<file path="src/sbpp_pkg.sv">
// Shared constants and types for the spectral band peak picker.
package sbpp_pkg;

	localparam int MAG_BITS   = 32;
	localparam int NUM_BANDS  = 6;
	localparam int FRAME_BINS = 513;
	localparam int BIN_W      = 10;
	localparam int BAND_W     = 3;
	localparam int MAG_PORT_W = 32;
	localparam int SUM_W      = MAG_BITS + 3;

	localparam logic [BIN_W-1:0] LAST_BIN = BIN_W'(FRAME_BINS - 1);

	localparam logic [BIN_W-1:0] BAND_START [NUM_BANDS] = '{
		BIN_W'(0), BIN_W'(10), BIN_W'(20), BIN_W'(40), BIN_W'(80), BIN_W'(160)
	};

	typedef logic [MAG_BITS-1:0] mag_t;
	typedef logic [BIN_W-1:0]    bin_t;
	typedef logic [NUM_BANDS-1:0] band_mask_t;

endpackage

</file>
<file path="src/spectral_band_peak_picker_core.sv">
// Top level: per-band peak tracking and frame-end peak selection.
// Input: one bin per cycle, no stall except a frame end arriving while the
//   previous frame's results are still draining.
// Frame end: end_s1, end_s2 (snapshot), pend_q; results (up to 6 per frame) then
//   leave one per cycle unless out_ready stalls, through one output register.
// Reset (arst_n low, async): bin counter, peaks, out_valid, stage flags cleared.
module spectral_band_peak_picker_core (
	input  logic        clk,
	input  logic        arst_n,
	input  logic        in_valid,
	output logic        in_ready,
	input  logic [31:0] magnitude,
	output logic        out_valid,
	input  logic        out_ready,
	output logic [9:0]  peak_bin,
	output logic [31:0] peak_magnitude,
	output logic        peak_valid,
	output logic        frame_last
);

	sbpp_pkg::bin_t                 bin_q;
	sbpp_pkg::mag_t                 pk_val_q [sbpp_pkg::NUM_BANDS];
	sbpp_pkg::bin_t                 pk_idx_q [sbpp_pkg::NUM_BANDS];
	sbpp_pkg::mag_t                 snap_val_s2 [sbpp_pkg::NUM_BANDS];
	sbpp_pkg::bin_t                 snap_idx_s2 [sbpp_pkg::NUM_BANDS];
	logic [sbpp_pkg::SUM_W-1:0]     sum_s2;
	logic [sbpp_pkg::SUM_W-1:0]     sum_c;
	logic                           end_s1;
	logic                           end_s2;
	sbpp_pkg::band_mask_t           pend_q;
	sbpp_pkg::band_mask_t           qual_c;
	sbpp_pkg::band_mask_t           pend_rest_c;
	logic                           marker_q;
	logic [sbpp_pkg::BAND_W-1:0]    band_c;
	logic [sbpp_pkg::BAND_W-1:0]    pick_c;
	logic                           band_first_c;
	logic                           busy_c;
	logic                           accept_c;
	logic                           load_c;
	sbpp_pkg::mag_t                 mag_c;
	logic                           out_valid_q;
	sbpp_pkg::bin_t                 out_bin_q;
	sbpp_pkg::mag_t                 out_mag_q;
	logic                           out_pv_q;
	logic                           out_last_q;

	assign mag_c    = sbpp_pkg::mag_t'(magnitude);
	assign busy_c   = end_s1 | end_s2 | (pend_q != '0) | marker_q;
	assign in_ready = !((bin_q == sbpp_pkg::LAST_BIN) && busy_c);
	assign accept_c = in_valid & in_ready;

	always_comb begin
		band_c = '0;
		for (int k = 1; k < sbpp_pkg::NUM_BANDS; k++) begin
			if (bin_q >= sbpp_pkg::BAND_START[k]) begin
				band_c = sbpp_pkg::BAND_W'(k);
			end
		end
		band_first_c = (bin_q == sbpp_pkg::BAND_START[band_c]);
	end

	always_ff @(posedge clk or negedge arst_n) begin
		if (!arst_n) begin
			bin_q <= '0;
			for (int k = 0; k < sbpp_pkg::NUM_BANDS; k++) begin
				pk_val_q[k] <= '0;
				pk_idx_q[k] <= '0;
			end
		end else if (accept_c) begin
			if (bin_q == sbpp_pkg::LAST_BIN) begin
				bin_q <= '0;
			end else begin
				bin_q <= bin_q + sbpp_pkg::BIN_W'(1);
			end
			for (int k = 0; k < sbpp_pkg::NUM_BANDS; k++) begin
				if (band_c == sbpp_pkg::BAND_W'(k) && (band_first_c || mag_c > pk_val_q[k])) begin
					pk_val_q[k] <= mag_c;
					pk_idx_q[k] <= bin_q;
				end
			end
		end
	end

	// Frame-end pipeline: snapshot and sum, then threshold test.
	always_comb begin
		sum_c = '0;
		for (int k = 0; k < sbpp_pkg::NUM_BANDS; k++) begin
			sum_c = sum_c + sbpp_pkg::SUM_W'(pk_val_q[k]);
		end
	end

	always_comb begin
		for (int k = 0; k < sbpp_pkg::NUM_BANDS; k++) begin
			qual_c[k] = ((sbpp_pkg::SUM_W'(snap_val_s2[k]) << 2)
				+ sbpp_pkg::SUM_W'(snap_val_s2[k])) > sum_s2;
		end
	end

	always_ff @(posedge clk or negedge arst_n) begin
		if (!arst_n) begin
			end_s1 <= 1'b0;
			end_s2 <= 1'b0;
		end else begin
			end_s1 <= accept_c && (bin_q == sbpp_pkg::LAST_BIN);
			end_s2 <= end_s1;
		end
	end

	always_ff @(posedge clk) begin
		if (end_s1) begin
			sum_s2 <= sum_c;
			for (int k = 0; k < sbpp_pkg::NUM_BANDS; k++) begin
				snap_val_s2[k] <= pk_val_q[k];
				snap_idx_s2[k] <= pk_idx_q[k];
			end
		end
	end

	// Result emission: lowest pending band first.
	always_comb begin
		pick_c = '0;
		for (int k = sbpp_pkg::NUM_BANDS - 1; k >= 0; k--) begin
			if (pend_q[k]) begin
				pick_c = sbpp_pkg::BAND_W'(k);
			end
		end
		pend_rest_c = pend_q;
		pend_rest_c[pick_c] = 1'b0;
	end

	assign load_c = ((pend_q != '0) || marker_q) && (!out_valid_q || out_ready);

	always_ff @(posedge clk or negedge arst_n) begin
		if (!arst_n) begin
			pend_q      <= '0;
			marker_q    <= 1'b0;
			out_valid_q <= 1'b0;
		end else begin
			if (end_s2) begin
				pend_q   <= qual_c;
				marker_q <= (qual_c == '0);
			end else if (load_c) begin
				if (pend_q != '0) begin
					pend_q <= pend_rest_c;
				end else begin
					marker_q <= 1'b0;
				end
			end
			if (load_c) begin
				out_valid_q <= 1'b1;
			end else if (out_ready) begin
				out_valid_q <= 1'b0;
			end
		end
	end

	always_ff @(posedge clk) begin
		if (load_c) begin
			if (pend_q != '0) begin
				out_bin_q  <= snap_idx_s2[pick_c];
				out_mag_q  <= snap_val_s2[pick_c];
				out_pv_q   <= 1'b1;
				out_last_q <= (pend_rest_c == '0);
			end else begin
				out_bin_q  <= '0;
				out_mag_q  <= '0;
				out_pv_q   <= 1'b0;
				out_last_q <= 1'b1;
			end
		end
	end

	assign out_valid      = out_valid_q;
	assign peak_bin       = out_bin_q;
	assign peak_magnitude = sbpp_pkg::MAG_PORT_W'(out_mag_q);
	assign peak_valid     = out_pv_q;
	assign frame_last     = out_last_q;

endmodule

</file>
<file path="config.mk">
export PLATFORM = sky130hd
export DESIGN_NAME = spectral_band_peak_picker_core
export DESIGN_NICKNAME = d
export VERILOG_FILES = /design/src/sbpp_pkg.sv /design/src/spectral_band_peak_picker_core.sv
export SDC_FILE = /design/constraint.sdc
export NUM_CORES = 2
export LEC_CHECK = 0
export BUFFER_PORTS_ARGS = -buffer_cell sky130_fd_sc_hd__buf_2
export CORE_ASPECT_RATIO = 0.8
export CORE_MARGIN = 5
export CORE_UTILIZATION = 65
export CTS_CLUSTER_DIAMETER = 30
export DETAILED_ROUTE_END_ITERATION = 7
export PLACE_DENSITY = 0.9
export SETUP_SLACK_MARGIN = 0.15
export SYNTH_ARGS = -nofsm -noshare
export SYNTH_HDL_FRONTEND = slang
export SYNTH_SLANG_ARGS = --single-unit
</file>
<file path="constraint.sdc">
create_clock -name clk -period 10.2 [get_ports clk]
set_input_delay 1.53 -clock clk [delete_from_list [all_inputs] [get_ports clk]]
set_output_delay 1.53 -clock clk [all_outputs]
set_load 0.01 [all_outputs]
</file>
==> flow_summary.ini <==
[critical_path]
endpoint_kind = flop
crit_required_ns = 10.63
critPathMaxFanout = 6
cp-start-kind = flop
cp.arrival_ns = 6.40
criticalPathCategory = flop to flop

[yosys]
ys_seq_area_share_pct = 37.24
synth_xor_area_share_pct = 3.740
avgSynthCellArea_um2 = 10.67
ys.flop_type = edfxtp_1
synth_cell_types = 84
yosys.area_share.simple_pct = 9.920
muxShareOfSynthArea_pct = 6.116
syn-instance-count = 4216
synth_edf_count = 331
synthArstFlopShare_pct = 45.11
synthAdderAreaFrac_pct = 23.16
yosysWarningCount = 0
synth_area_mm2 = 0.04496
ys_seq_elements = 603
syn_nets = 5003
synth_top_family_by_area = adder cells
synth_compound_area_share_pct = 16.09

[timing]
finClkSkew_ns = 0.07963
finalSetupViolations = 0
slew_headroom_pct = 20.16
worst_slew_pin_slew_ns = 1.187
hold_viol = 0
finalCritPeriodShare_pct = 58.57
maxSlewViolCount = 0
rsz0062_at_grt = false
clock.fmax_ghz = 0.1674
fin_crit_ns = 5.974
setup-tns-final_ns = 0

[die]
fp.dieArea_mm2 = 0.07457
die_w_um = 304.1
fp.coreArea_mm2 = 0.06876
start_util_pct = 65.39
die_h_um = 245.2
ios = 82
rows = 86

[run_status]
violations = design-rule violations
outcome = complete, but fails checks

[pwr]
pwr-share-seq_pct = 23.4
power_frac_clock_pct = 20.0
power.density_mw_per_mm2 = 381.3
peakVddDrop_mv = 0.5354
intPower_mw = 10.32
p_sw_share_pct = 46.24
p_sw_mw = 8.874
power_frac_comb_pct = 56.6
power.leakage_nw = 22.18

[placed_design]
hpwlAfterDp_um = 103600
gp_congestion = 1.021
numPortBuffers = 81
placed_cells = 5151

[clock_network]
postCtsSetupBuffers = 0
cts-root-buf = clkbuf_16
cts-buffers-inserted = 111
clk_pin_slew_ns = 0.06
clock-sinks = 603
worst_skew_pair.late_latency_ns = 0.71
cts-root-to-sink-buffers = 3
cts_tree = done
ctsHoldBuffers = 0
cts_resized = 0
h-tree-depth = 3

[detailed_routing]
first_pass_iters = 8
first_iter_violations = 4987
vias_per_cell = 6.940
wl_um = 145400
vias = 37291
ant_nets = 0
wire_per_inst_um = 27.05
drc_errors = 36

[global_routing]
grt_max_degree = 157
grt_pass1_vias = 37734
globalRouteOverflowTotal = 0
grt_first_pass_wirelength_um = 219600
antenna_found_initial = 21
track_usage_pct = 38.15

[final_layout]
final_cells = 5373
layout-drive-gt1-share_pct = 10.07
fin_util_pct = 73.20
nets = 5127
final_common_cell = ha_1
multi_input_area_mm2 = 0.02661
area_growth_pct = 11.93
fillers = 4219
final_cell_mix = ha_1 (617), edfxtp_1 (331), inv_1 (321), a21oi_1 (273), dfrtp_1 (271)
regArea_mm2 = 0.01675

[job]
max_cap_viol_count = 0

[hold_path]
min_path_type = flop to flop
## area by class of cell
type	count	share of cell area [%]
Multi-Input combinational cell	3197	52.87
Sequential cell	603	33.28
Clock buffer	134	5.952
Inverter	323	2.409
Tap cell	924	2.297
Clock inverter	76	1.939
Timing Repair Buffer	104	1.193
Antenna cell	12	0.05966
## synth_stat cells, types with 19 or more instances
master,count,area (um^2)
ha_1,617,7720
edfxtp_1,331,9940
inv_1,321,1205
a21oi_1,273,1366
dfrtp_1,272,6807
a21o_1,228,1712
nor2_1,222,833.3
o21ai_0,213,1066
nand2_1,203,762.0
xnor2_1,148,1296
fa_1,134,2683
a211oi_1,116,870.8
mux2_2,108,1216
nor2b_1,104,650.6
nand4_1,99,619.3
nand3_1,89,445.4
mux2_1,86,968.4
clkbuf_1,65,244.0
o21a_1,54,405.4
a31oi_1,53,331.6
mux2i_1,52,520.5
xor2_1,44,385.4
nand2b_1,38,237.7
nor3_1,34,170.2
and3_1,24,150.1
o21bai_1,24,180.2
and2_1,23,143.9
o211ai_1,19,142.6
## layer usage
layer	track usage [%]	vias to the layer above	wire length (um)
li1	-	15891	-
met4	18.62	20	8892
met5	0.3876	-	289
met3	15.86	713	22680
met1	47.88	18049	51770
met2	57.55	2618	61730
## logic make-up (layout without fill, tap and decap cells)
group,count (synthesis),count (layout)
AO/OA/AOI/OAI,1107,1107
XOR/XNOR,192,192
adder cells (fa/ha/maj),752,752
buffers and inverters,416,637
flip-flops,603,603
multiplexers,249,249
other,0,12
AND/OR/NAND/NOR,897,897
## path summary, 6_finish.rpt
path | depth (start not counted) | start | end | slack [ns]
setup / recovery | 14 | pk_val_q[43] | sum_s2[33] | 4.23
hold / removal | 0 | pk_idx_q[27] | snap_idx_s2[3][7] | 0.43
setup reg to reg | 14 | pk_val_q[43] | sum_s2[33] | 4.23
hold reg to reg | 0 | pk_idx_q[27] | snap_idx_s2[3][7] | 0.43
max in group asynchronous | 2 | arst_n | pend_q[4] | 7.75
min in group asynchronous | 1 | arst_n | pk_idx_q[18] | 0.90
## critical path: stages, from the launching register on
cell and delay, ns:
dfrtp_1 0.67, fa_1 0.58, fa_1 0.56, fa_1 0.50, ha_1 0.40, a21o_1 0.21
a21oi_1 0.41, a2111oi_0 0.21, a21oi_1 0.31, a21boi_0 0.25, a211o_1 0.42, a2111oi_0 0.59
o21bai_1 0.19, a21oi_1 0.28, xnor2_1 0.11
## registers in the layout, summed over array words and instances, names as in the netlist
signal and cells:
bin_q 10, sum_s2 35, snap_idx_s2 60, peak_bin 10, end_s1 1, peak_magnitude 32
pk_val_q 192, pk_idx_q 60, end_s2 1, frame_last 1, snap_val_s2 192, out_valid 1
peak_valid 1, pend_q 6, marker_q 1
## power by group through the flow
stage	combinational [mW]	sequential, mW	clock [mW]
finish	10.9	4.49	3.84
detailed placement	9.59	4.41	0
global route	11.4	4.48	3.97
CTS	10.4	4.38	3.83
global placement	8.76	4.37	0
floorplan	7.14	4.00	0
## through the flow
step | hold WS, ns | instance area, um^2 | setup WS (ns) | total power [mW]
finish | 0.4346 | 50330 | 4.226 | 19.19
global route | 0.4462 | 50320 | 4.142 | 19.88
CTS | 0.4355 | 50300 | 4.407 | 18.61
detailed placement | 0.4223 | 46330 | 4.464 | 14.00
global placement | 0.4198 | 46330 | 4.597 | 13.12
floorplan | 0.4165 | 44960 | 2.153 | 11.15
No activity file was read; power rests on OpenSTA's default activity.
